`src/hdl/radial_vignette_pixel_core_assert.svh`:
```
// Assertion macros shared by the radial vignette RTL.
// Each macro expands to one labeled concurrent assertion on the core clock.
`ifndef RADIAL_VIGNETTE_PIXEL_CORE_ASSERT_SVH
`define RADIAL_VIGNETTE_PIXEL_CORE_ASSERT_SVH

// Same-cycle implication, disabled during reset.
`define RVP_ASSERT_NOW(label, clk, rst, ante, cons, msg) \
   label: assert property (@(posedge clk) disable iff (rst) (ante) |-> (cons)) \
      else $error(msg);

// Next-cycle implication, disabled during reset.
`define RVP_ASSERT_NEXT(label, clk, rst, ante, cons, msg) \
   label: assert property (@(posedge clk) disable iff (rst) (ante) |=> (cons)) \
      else $error(msg);

`endif

```
`src/hdl/rvp_pkg.sv`:
```
// Shared constants and beat types of the radial vignette pixel core.
// Used by the square-root cell, the divider cell and the top level.
`timescale 1ns / 1ps
`default_nettype none

package rvp_pkg;

   localparam int MAX_DIM        = 4096;
   localparam int SQRT_FRAC_BITS = 8;
   localparam int DIM_W          = 13;
   localparam int COORD_W        = 12;
   localparam int CHAN_W         = 8;
   localparam int CHANNELS       = 3;
   localparam int DELTA_W        = 13;
   localparam int SQUARE_W       = 2 * DELTA_W;
   localparam int RAD_W          = 28;
   localparam int SQRT_STEPS     = RAD_W / 2 + SQRT_FRAC_BITS;
   localparam int ROOT_W         = SQRT_STEPS;
   localparam int REM_W          = ROOT_W + 3;
   localparam int DIV_STEPS      = CHAN_W;
   localparam int DEN_W          = DIM_W + 1 + SQRT_FRAC_BITS;
   localparam int DSH_W          = DEN_W + DIV_STEPS - 1;
   localparam int NUM_W          = DEN_W + CHAN_W;

   typedef enum logic [0:0] {
      CSR_ROWS = 1'b0,
      CSR_COLS = 1'b1
   } csr_index_type;

   typedef logic [CHANNELS-1:0][CHAN_W-1:0] rgb_type;

   typedef struct packed {
      logic              valid;
      logic [REM_W-1:0]  rem;
      logic [ROOT_W-1:0] root;
      logic [RAD_W-1:0]  rad;
      rgb_type           rgb;
   } sqrt_beat_type;

   typedef struct packed {
      logic                             valid;
      logic                             kill;
      logic [DSH_W-1:0]                 dsh;
      logic [CHANNELS-1:0][NUM_W-1:0]   num;
      logic [CHANNELS-1:0][CHAN_W-1:0]  quo;
   } div_beat_type;

endpackage

`default_nettype wire

```
`src/hdl/rvp_sqrt_cell.sv`:
```
// One digit step of the bit-pair square root, registered.
// Depends on rvp_pkg for the beat type.
`timescale 1ns / 1ps
`default_nettype none

module rvp_sqrt_cell (
   input  wire                   clock,
   input  wire                   reset,
   input  wire                   enable,
   input  rvp_pkg::sqrt_beat_type beat_in,
   output rvp_pkg::sqrt_beat_type beat_out
);

   rvp_pkg::sqrt_beat_type          beat_ff;
   rvp_pkg::sqrt_beat_type          beat_in_nxt;
   logic [rvp_pkg::REM_W-1:0]       rem_sh;
   logic [rvp_pkg::REM_W-1:0]       trial;
   logic                            take;

   always_comb begin
      rem_sh = {beat_in.rem[rvp_pkg::REM_W-3:0], beat_in.rad[rvp_pkg::RAD_W-1 -: 2]};
      trial  = {1'b0, beat_in.root, 2'b01};
      take   = (rem_sh >= trial);
      beat_in_nxt       = beat_in;
      beat_in_nxt.rem   = take ? (rem_sh - trial) : rem_sh;
      beat_in_nxt.root  = {beat_in.root[rvp_pkg::ROOT_W-2:0], take};
      beat_in_nxt.rad   = {beat_in.rad[rvp_pkg::RAD_W-3:0], 2'b00};
   end

   always_ff @(posedge clock) begin
      if (reset) begin
         beat_ff.valid <= 1'b0;
      end else if (enable) begin
         beat_ff <= beat_in_nxt;
      end
   end

   assign beat_out = beat_ff;

endmodule

`default_nettype wire

```
`config.mk`:
```
export PLATFORM = sky130hd
export DESIGN_NAME = rvp_sqrt_cell
export DESIGN_NICKNAME = d
export VERILOG_FILES = /design/src/hdl/radial_vignette_pixel_core_assert.svh /design/src/hdl/rvp_pkg.sv /design/src/hdl/rvp_sqrt_cell.sv
export SDC_FILE = /design/constraint.sdc
export NUM_CORES = 1
export LEC_CHECK = 0
export ABC_CLOCK_PERIOD_IN_PS = 8200
export BUFFER_PORTS_ARGS = -buffer_cell sky130_fd_sc_hd__buf_4
export CORE_ASPECT_RATIO = 0.75
export CORE_MARGIN = 1
export CORE_UTILIZATION = 47
export CTS_CLUSTER_DIAMETER = 80
export DETAILED_ROUTE_END_ITERATION = 10
export HOLD_SLACK_MARGIN = 0.15
export PLACE_DENSITY = 0.88
export SLEW_MARGIN = 20
export SYNTH_ARGS = -nofsm -noshare
export SYNTH_HDL_FRONTEND = slang
export SYNTH_SLANG_ARGS = --single-unit
```
`constraint.sdc`:
```
create_clock -name clock -period 8.2 [get_ports clock]
set_input_delay 1.64 -clock clock [delete_from_list [all_inputs] [get_ports clock]]
set_output_delay 1.64 -clock clock [all_outputs]
set_load 0.02 [all_outputs]
```
-- Word-level counts from Yosys, hierarchy flattened
Cells that the tools add are included.
- add/subtract/negate cells: 1
- order comparisons: 1
- muxes and demuxes: 1
- bitwise logic cells: 1
- reduce and logical (&&, ||, !) cells: 1
- operators by type and width (cell ; count):
    $ge A25 B24 Y1 ; 1
    $mux W25 ; 1
    $sub A25 B24 Y25 ; 1
    $reduce_and A2 Y1 ; 1
    $not A1 Y1 ; 1
- bits in registers: 98
- bits of input ports: 103
- output and inout port bits: 100
- logic and storage cells: 12

-- Logic depth before layout (Yosys ltp)
- depth in word-level cells: 2
- gate-level depth with buffers: 12
- gate-level depth less buffers: 10

-- Least setup slack after synthesis
OpenSTA, ideal clock, no wires.
- path type: in2reg
- start point: input reset
- end point: register beat_ff, in the netlist beat_out[0] (enable)
- setup time: 567 ps
- arrival: 5955 ps
- data required time: 7633 ps
- setup slack: 1678 ps
- cell stages on the path: 1
- cell sequence: nor2b_1
- cells in the longest elaborated chain, start to end: 2
- ends and longest elaborated chain (item ; line ; text):
    from (decl) ; rvp_sqrt_cell.sv:8 ; input wire reset,
    $not A1 Y1 (no source line) ; n/a ;
    $reduce_and A2 Y1 (no source line) ; n/a ;
    to (signal assigned) ; rvp_sqrt_cell.sv:34 ; beat_ff <= beat_in_nxt;
    to (decl) ; rvp_sqrt_cell.sv:14 ; rvp_pkg::sqrt_beat_type beat_ff;
Every way passes these cells.
A chain may end at the register's enable or synchronous reset.

==> impl_metrics.env <==
export IMPL_cts_buffers=9
export IMPL_cts_resized=0
export IMPL_required_ps=8300
export IMPL_track_usage_pct=23.14
export IMPL_hold_class="reg2reg"
export IMPL_netlist_area_sq_um=4489
export IMPL_p_leak_nw=2.822
export IMPL_grt_max_degree=55
export IMPL_critPathCaptureType="register"
export IMPL_synth_top_area_share_pct=64.88
export IMPL_final_area_sq_um=6410
export IMPL_drtAntennaViolNets=0
export IMPL_ys_ff_latch=98
export IMPL_fmax_mhz=234.1
export IMPL_clk_pin_slew_ps=70
export IMPL_place_area_sq_um=6126
export IMPL_crit_fanout=33
export IMPL_drt_total_wl_mm=11.32
export IMPL_rows=30
export IMPL_finalSetupTns_ps=0
export IMPL_cts_tree="built"
export IMPL_worstReg2RegEnd="beat_out[99]"
export IMPL_vdd_drop_max_uv=161.8
export IMPL_drc=0
export IMPL_r2r_cells=2
export IMPL_viasPerCell=4.963
export IMPL_skew_ps=0
export IMPL_timing_rr_start="beat_out[99]"
export IMPL_num_vias=3335
export IMPL_fp_dieW_um=114.9
export IMPL_gp_congestion=0.8740
export IMPL_worstMarginPinSlew_ps=676.4
export IMPL_synthArstFlopShare_pct=0
export IMPL_synth_edf_count=97
export IMPL_worstSetupStartpoint="beat_in[59]"
export IMPL_grt_antenna_before_repair=0
export IMPL_largest_reg_flops=98
export IMPL_drt_pass1_iterations=4
export IMPL_hold_viol_final=0
export IMPL_yosysTopAreaCell="edfxtp_1"
export IMPL_powerDensity_nw_per_um2=202.9
export IMPL_post_route_period_util_pct=52.08
export IMPL_synthDistinctLibCells=44
export IMPL_worstSetupStartpointType="input port"
export IMPL_grt_pass1_vias=3361
export IMPL_yosys_top_cells_area="edfxtp_1, ha_1, a21oi_1"
export IMPL_clock_latency_ps=340
export IMPL_core_area_sq_um=9159
export IMPL_post_cts_setup_buffer_count=0
export IMPL_fin_crit_ps=4271
export IMPL_io_buffers=198
export IMPL_rsz0062_at_grt="no"
export IMPL_slew_headroom_pct=54.32
export IMPL_die_h_um=86.64
export IMPL_whs_ps=558.9
export IMPL_r2r_setup_slack_ps=7570
export IMPL_maxCapViolations=0
export IMPL_status="finished, final reports clean"
export IMPL_setup_viol=0
export IMPL_crit_type="in2reg"
export IMPL_cts_buffer_depth=2
export IMPL_syn_inst=336
export IMPL_start_util_pct=49.02
export IMPL_clock_sinks=98
export IMPL_slew_violations=0
export IMPL_ys_seq_area_share_pct=65.33
export IMPL_drive_gt1_share_pct=42.28
export IMPL_cp_arrival_ps=4370
export IMPL_pin_count=203
export IMPL_grt_pass1_wl_mm=17.08
export IMPL_areaGrowthSynthToFinish_pct=42.78
export IMPL_grt_overflow=0
export IMPL_drt_iter0_markers=171
export IMPL_antenna_cells=0
export IMPL_htree_num_levels=3
export IMPL_avgRoutedWirePerCell_um=16.85
export IMPL_yosys_warnings=0
export IMPL_setup_worst_path_end="beat_out[78]"
export IMPL_die_area_sq_um=9951
export IMPL_cts_hold_repair_buffers=0
export IMPL_fillers=678
export IMPL_hpwl_mm=8.722
export IMPL_syn_area_per_cell_sq_um=13.36
export IMPL_nNetsFinal=666
export IMPL_clockRootBuffer="clkbuf_16"
export IMPL_ys_flop_type="edfxtp_1"
[cells in the mapped netlist, types with 2 or more instances]
cell type and count:
a21oi_2 2, clkbuf_1 4, o21ai_0 7, mux2_2 5, ha_1 24, xnor2_1 15, edfxtp_1 97, o21bai_1 3
a21oi_1 38, a21o_1 12, a31oi_1 2, a211o_1 3, o21ai_2 2, nor4_1 2, o21ai_1 3, nor2_1 29
nor2b_1 2, nand2_1 17, buf_4 2, inv_1 31, xor2_1 8, nand3_1 3, nand4_1 2, buf_2 3
[layer usage]
layer / track usage [%] / up-vias / part of all wire (%)
met5: 0 / - / 0
met4: 6.612 / 0 / 1.1
met3: 9.161 / 12 / 9.9
met2: 42.22 / 139 / 52
li1: - / 1635 / -
met1: 24.82 / 1549 / 37
[power by group]
part / internal, mW / switching, mW
combinational: 0.131 / 0.156
clock: 0.211 / 0.191
sequential: 0.599 / 0.0116
total: 0.941 / 0.359
[cells by family (layout without fill, tap and decap cells)]
kind of cell / count (synthesis) / count (layout) / synth area share, %
flops: 98 / 98 / 65.33
xor+xnor: 23 / 23 / 4.487
fa+ha+maj: 24 / 24 / 6.689
compound gates: 83 / 83 / 12.21
simple gates: 60 / 60 / 5.880
other cells: 1 / 2 / 0.08353
mux: 6 / 6 / 1.477
buf+inv: 41 / 248 / 3.846
[cells in the final DEF (no fill, tap or decap), drive strengths merged, types with 5 or more instances in the layout]
cell type  netlist  final
xnor2           15     15
nor2            29     29
inv             31     34
edfxtp          97     97
buf              6    201
a21oi           40     40
mux2             5      5
nand2           17     17
o21ai           12     12
xor2             8      8
ha              24     24
clkbuf           4      9
a21o            12     12
[worst min path at each step]
stage	from	to	slack, ps	cells past startpoint
floorplan	beat_out[99]	beat_out[99]	580	2
global placement	beat_out[99]	beat_out[99]	480	2
detailed placement	beat_out[99]	beat_out[99]	560	2
CTS	beat_out[99]	beat_out[99]	560	2
global route	beat_out[99]	beat_out[99]	610	2
finish	beat_out[99]	beat_out[99]	560	2
[stage by stage]
step                instances  setup WS (ps)  power (mW)  util (%)
global route              672           3666       1.353     69.99
global placement          655           3496      0.8985     66.67
finish                    672           3929       1.300     69.99
detailed placement        656           3488      0.9097     66.89
CTS                       672           3855       1.312     69.99
floorplan                 337           1678      0.7883         -
[critical path: stages]
cell,delay (ps)
buf_4,80
inv_1,40
ha_1,380
nand2_1,150
nor4_1,360
o211ai_1,160
nand2_1,150
a21oi_2,120
o31ai_4,480
buf_4,430
mux2_2,380
[layout make-up]
cell class	instances	area [sq um]	area share (%)
well taps	128	160.2	2.499
repair buffers	201	1521	23.74
clock buffers	9	225.2	3.514
inverters	31	116.4	1.815
flip-flops and latches	98	2933	45.75
multi-input cells	198	1395	21.76
clock inverters	7	58.81	0.9174
Note: power is estimated with default switching activity, not from simulation.
