## src/hdl/radial_vignette_pixel_core_assert.svh

```systemverilog
// Assertion macros shared by the radial vignette RTL.
// Each macro expands to one labeled concurrent assertion on the core clock.
`ifndef RADIAL_VIGNETTE_PIXEL_CORE_ASSERT_SVH
`define RADIAL_VIGNETTE_PIXEL_CORE_ASSERT_SVH

// Same-cycle implication, disabled during reset.
`define RVP_ASSERT_NOW(label, clk, rst, ante, cons, msg) \
   label: assert property (@(posedge clk) disable iff (rst) (ante) |-> (cons)) \
      else $error(msg);

// Next-cycle implication, disabled during reset.
`define RVP_ASSERT_NEXT(label, clk, rst, ante, cons, msg) \
   label: assert property (@(posedge clk) disable iff (rst) (ante) |=> (cons)) \
      else $error(msg);

`endif

```

## src/hdl/rvp_pkg.sv

```systemverilog
// Shared constants and beat types of the radial vignette pixel core.
// Used by the square-root cell, the divider cell and the top level.
`timescale 1ns / 1ps
`default_nettype none

package rvp_pkg;

   localparam int MAX_DIM        = 4096;
   localparam int SQRT_FRAC_BITS = 8;
   localparam int DIM_W          = 13;
   localparam int COORD_W        = 12;
   localparam int CHAN_W         = 8;
   localparam int CHANNELS       = 3;
   localparam int DELTA_W        = 13;
   localparam int SQUARE_W       = 2 * DELTA_W;
   localparam int RAD_W          = 28;
   localparam int SQRT_STEPS     = RAD_W / 2 + SQRT_FRAC_BITS;
   localparam int ROOT_W         = SQRT_STEPS;
   localparam int REM_W          = ROOT_W + 3;
   localparam int DIV_STEPS      = CHAN_W;
   localparam int DEN_W          = DIM_W + 1 + SQRT_FRAC_BITS;
   localparam int DSH_W          = DEN_W + DIV_STEPS - 1;
   localparam int NUM_W          = DEN_W + CHAN_W;

   typedef enum logic [0:0] {
      CSR_ROWS = 1'b0,
      CSR_COLS = 1'b1
   } csr_index_type;

   typedef logic [CHANNELS-1:0][CHAN_W-1:0] rgb_type;

   typedef struct packed {
      logic              valid;
      logic [REM_W-1:0]  rem;
      logic [ROOT_W-1:0] root;
      logic [RAD_W-1:0]  rad;
      rgb_type           rgb;
   } sqrt_beat_type;

   typedef struct packed {
      logic                             valid;
      logic                             kill;
      logic [DSH_W-1:0]                 dsh;
      logic [CHANNELS-1:0][NUM_W-1:0]   num;
      logic [CHANNELS-1:0][CHAN_W-1:0]  quo;
   } div_beat_type;

endpackage

`default_nettype wire

```

## src/hdl/rvp_div_cell.sv

```systemverilog
// One quotient bit of the restoring divide for all three channels, registered.
// Depends on rvp_pkg for the beat type.
`timescale 1ns / 1ps
`default_nettype none

module rvp_div_cell (
   input  wire                  clock,
   input  wire                  reset,
   input  wire                  enable,
   input  rvp_pkg::div_beat_type beat_in,
   output rvp_pkg::div_beat_type beat_out
);

   rvp_pkg::div_beat_type             beat_ff;
   rvp_pkg::div_beat_type             beat_in_nxt;
   logic [rvp_pkg::NUM_W-1:0]         dsh_ext;
   logic [rvp_pkg::CHANNELS-1:0]      take;

   always_comb begin
      dsh_ext     = {{(rvp_pkg::NUM_W - rvp_pkg::DSH_W){1'b0}}, beat_in.dsh};
      beat_in_nxt = beat_in;
      for (int ch = 0; ch < rvp_pkg::CHANNELS; ch++) begin
         take[ch] = (beat_in.num[ch] >= dsh_ext);
         beat_in_nxt.num[ch] = take[ch] ? (beat_in.num[ch] - dsh_ext) : beat_in.num[ch];
         beat_in_nxt.quo[ch] = {beat_in.quo[ch][rvp_pkg::CHAN_W-2:0], take[ch]};
      end
      beat_in_nxt.dsh = beat_in.dsh >> 1;
   end

   always_ff @(posedge clock) begin
      if (reset) begin
         beat_ff.valid <= 1'b0;
      end else if (enable) begin
         beat_ff <= beat_in_nxt;
      end
   end

   assign beat_out = beat_ff;

endmodule

`default_nettype wire

```

## config.mk

```make
export PLATFORM = sky130hd
export DESIGN_NAME = rvp_div_cell
export DESIGN_NICKNAME = d
export VERILOG_FILES = /design/src/hdl/radial_vignette_pixel_core_assert.svh /design/src/hdl/rvp_pkg.sv /design/src/hdl/rvp_div_cell.sv
export SDC_FILE = /design/constraint.sdc
export NUM_CORES = 1
export LEC_CHECK = 0
export ABC_AREA = 1
export BUFFER_PORTS_ARGS = -buffer_cell sky130_fd_sc_hd__buf_4
export CAP_MARGIN = 20
export CELL_PAD_IN_SITES_DETAIL_PLACEMENT = 0
export CELL_PAD_IN_SITES_GLOBAL_PLACEMENT = 1
export CORE_MARGIN = 2
export CORE_UTILIZATION = 35
export CTS_CLUSTER_DIAMETER = 80
export DETAILED_ROUTE_END_ITERATION = 16
export PLACE_DENSITY = 0.78
export RECOVER_POWER = 50
export SETUP_SLACK_MARGIN = 0.1
export SLEW_MARGIN = 20
export SYNTH_ARGS = -nofsm -noshare
export SYNTH_HDL_FRONTEND = slang
export SYNTH_SLANG_ARGS = --single-unit
```

## constraint.sdc

```tcl
create_clock -name clock -period 8.45 [get_ports clock]
set_input_delay 1.69 -clock clock [delete_from_list [all_inputs] [get_ports clock]]
set_output_delay 1.69 -clock clock [all_outputs]
set_load 0.03 [all_outputs]
```

After elaboration in Yosys (flattened, before gate mapping)
Cells that the tools add are included.
W data, S select, Z words.
{"block": "op_classes", "addsub": 3, "magnitude_cmp": 3, "mux": 3, "bitwise_logic": 1, "reduce_logical": 1}
{"cell": "$ge A30 B29 Y1", "n": 3}
{"cell": "$mux W30", "n": 3}
{"cell": "$sub A30 B29 Y30", "n": 3}
{"cell": "$reduce_and A2 Y1", "n": 1}
{"cell": "$not A1 Y1", "n": 1}
{"block": "totals", "register_bits": 144, "inputBits": 148, "output_inout_bits": 145, "word_cells": 20}

Longest topological paths before layout
{"block": "logic_depth", "depth_word": 2, "mapped_depth": 17, "depth_no_buf": 15}

Worst setup path after synthesis
OpenSTA, ideal clock, no wires.
{"block": "synth_path", "kind": "in2reg", "from": "input port enable", "to": "register beat_ff (netlist bit beat_out[0]), enable pin", "setup_ns": 0.652, "t_arrival_ns": 7.742, "t_required_ns": 7.798, "setup_slack_ns": 0.056, "path_stages": 2, "n_path_buf": 0, "path_cell_list": "inv_1 -> nor2_1"}
{"block": "synth_via", "elab_chain_len": 1}
{"element": "start: declaration", "line_no": "rvp_div_cell.sv:9", "source": "input wire enable,"}
{"element": "$reduce_and A2 Y1 (no source line)"}
{"element": "end signal: assignment", "line_no": "rvp_div_cell.sv:34", "source": "beat_ff <= beat_in_nxt;"}
{"element": "end: declaration", "line_no": "rvp_div_cell.sv:14", "source": "rvp_pkg::div_beat_type beat_ff;"}
Every way passes these cells.
A chain may end at the register's enable or synchronous reset.

Worst setup path in the final report
{"block": "layout_path", "from": "input port enable", "to": "register beat_ff (netlist bit beat_out[31]), enable pin"}
Same word-level chain as after synthesis.

==> impl_metrics.py <==
metrics = {
    "outcome": {
        "status": "finished with violations",
        "violations": "max-capacitance violations, max-slew violations",
    },
    "yosys": {
        "synth_top_flop_cell": "edfxtp_1",
        "avgSynthCellArea_um2": 6.50,
        "yosysWarnings": 0,
        "yosysTopAreaCell": "edfxtp_1",
        "syn-num-nets": 2156,
        "synthMostInstantiatedCell": "nand2_1",
        "ys_seq_area_frac": 0.346,
        "synth_top_cell_area_share": 0.344,
        "synth_edf_count": 143,
        "ys_top_cells_by_area": "edfxtp_1, nand2_1, inv_1",
        "synth-seq-cells": 144,
        "ys_top_cells_by_count": "nand2_1, inv_1, edfxtp_1",
        "ys_types": 28,
        "synthCells": 1918,
        "async_flop_share": 0,
        "synth_area_um2": 12500,
    },
    "placement": {
        "place_inst": 2650,
        "numPortBuffers": 288,
        "placement.cell_area_um2": 15100,
        "place_hpwl_um": 36100,
        "place.gp.congestion": 0.935,
    },
    "critical_path": {
        "required_ns": 8.44,
        "cp_data_arrival_time_ns": 5.23,
        "crit_fanout": 60,
        "crit_type": "in -> reg",
        "worst_setup_path_end_kind": "register",
        "worst_setup_path_start_kind": "input pin",
    },
    "cells_and_area": {
        "drive_above_1_share": 0.0869,
        "final_area_um2": 15100,
        "fin_cells": 2684,
        "area_growth_syn_to_layout_pct": 20.9,
        "final_net_count": 2446,
        "largest_reg_flops": 144,
        "fillCellCount": 3937,
    },
    "hold_path": {
        "worstHoldPathType": "reg -> reg",
    },
    "timing": {
        "setup_viol": 0,
        "max_slew.worst_pin.slew_ns": 3.58,
        "fin_crit_ns": 5.24,
        "fin_crit_sh": 0.620,
        "max_freq_mhz": 191,
        "max_slew_margin": -1.38,
        "skew_ns": 0,
        "finalMaxSlewViolations": 61,
        "report.final.hold_viol_count": 0,
        "rsz0062_at_grt": "false",
        "fin_setup_tns_ns": 0,
        "fin_hold_ws_ns": 0.461,
    },
    "die": {
        "fp.dieArea_um2": 37200,
        "core_area_um2": 35300,
        "dieWidth_um": 193,
        "ioPinCount": 293,
        "initial_core_util": 0.353,
        "rows": 69,
        "dieHeight_um": 193,
    },
    "flow_run": {
        "maxCapViolations": 1,
    },
    "route": {
        "drt_iter0_drc": 850,
        "dr.pass1.iters": 5,
        "viasPerCell": 4.59,
        "routed-via-count": 12300,
        "wl_per_cell_um": 16.8,
        "drcViolationCount": 0,
        "antenna_left": 0,
        "drt-total-wl_um": 45000,
    },
    "pwr": {
        "total_leakage_power_nw": 8.19,
        "p_sw_mw": 0.984,
        "switching_share": 0.394,
        "clock_power_share": 0.299,
        "total_power_mw": 2.50,
        "power_density_nw_per_um2": 166,
        "vdd_drop_max_mv": 0.150,
        "p_comb_frac": 0.342,
        "p_int_mw": 1.52,
        "pwr-share-seq": 0.359,
    },
    "clock_network": {
        "cts_root_buf": "clkbuf_16",
        "cts-resized-gates": 0,
        "numCtsBuffers": 17,
        "clk_pin_slew_worst_paths_ns": 0.07,
        "insertion_delay_ns": 0.45,
        "clockBufferDepth": 2,
        "cts_hold_buf": 0,
        "cts_sinks": 144,
        "cts_setup_buffers": 0,
        "cts_max_level": 4,
        "cts_tree": "done",
    },
    "grt": {
        "overflow": 0,
        "grt_pass1_vias": 11500,
        "grt_use_total": 0.242,
        "antenna_found_initial": 2,
        "grt_max_degree": 73,
        "grt_pass1_wl_um": 66600,
    },
}
## layout make-up
| type | count | area [um^2] | share of cell area |
|---|---|---|---|
| Inverter | 386 | 1450 | 0.0961 |
| Clock buffer | 17 | 425 | 0.0282 |
| Antenna cell | 2 | 5.00 | 0.000332 |
| Timing Repair Buffer | 290 | 1610 | 0.107 |
| Multi-Input combinational cell | 1369 | 6580 | 0.436 |
| Sequential cell | 144 | 4310 | 0.286 |
| Clock inverter | 15 | 123 | 0.00813 |
| Tap cell | 461 | 577 | 0.0382 |
## stage by stage
stage                util  setup slack [ns]
finish              0.427              3.21
global route        0.427              2.84
CTS                 0.443              4.07
detailed placement  0.428              3.59
global placement    0.428              3.62
floorplan               -              2.57
## logic make-up after synthesis
| kind of cell | share of synthesized area |
|---|---|
| adders and majority gates | 0.0921 |
| AOI/OAI and AO/OA | 0.0256 |
| and+or+nand+nor | 0.381 |
| DFF | 0.346 |
| other | 0.000301 |
| buffers and inverters | 0.127 |
| xor gates and xnor gates | 0.0281 |
## power by group through the flow
stage / clock (mW) / sequential, mW / combinational, mW
2_1_floorplan: 0 / 1.04 / 0.462
3_3_place_gp: 0 / 0.912 / 0.904
6_report: 0.748 / 0.897 / 0.856
4_1_cts: 0.766 / 0.897 / 0.912
5_1_grt: 0.792 / 0.902 / 0.957
3_5_place_dp: 0 / 0.912 / 0.908
## per-layer routing
| metal | vias up | GRT usage | share of wire |
|---|---|---|---|
| met3 | 35 | 0.0364 | 0.054 |
| met5 | - | 0 | 0 |
| li1 | 6462 | - | - |
| met2 | 345 | 0.399 | 0.46 |
| met4 | 0 | 0.0549 | 0.014 |
| met1 | 5472 | 0.334 | 0.47 |
## final timing paths
| path | from | endpoint | slack, ns | cells after the start |
|---|---|---|---|---|
| worst max-delay path | enable | beat_out[31]$_DFFE_PP_ | 3.21 | 4 |
| worst min register to register | beat_out[144]$_SDFFE_PP0P_ | beat_out[144]$_SDFFE_PP0P_ | 0.46 | 2 |
| worst max register to register | beat_out[144]$_SDFFE_PP0P_ | beat_out[144]$_SDFFE_PP0P_ | 7.90 | 2 |
| worst min-delay path | beat_out[144]$_SDFFE_PP0P_ | beat_out[144]$_SDFFE_PP0P_ | 0.46 | 2 |
## layout by cell type, fill, tap and decap left out, types with 4 or more instances in the layout
cell       instances
edfxtp_1         143
clkbuf_16         17
nor2_2             8
nand3b_1          19
inv_8              4
nand4_1           18
buf_4             94
clkbuf_1         151
inv_2              4
ha_1              87
nor3_1            13
inv_6              5
clkinv_1           4
nand2_1          887
inv_1            380
nand2_2            6
o21ai_0            6
and2_1             7
xor2_1            40
nor2_1           114
clkbuf_4          45
nand3_1          104
a21oi_1           45
## worst max-delay path, stage by stage
cell and delay (ns):
clkbuf_4 0.11, inv_1 0.04, nor2_1 0.73, clkbuf_1 2.57
No activity file was read; power rests on OpenSTA's default activity.
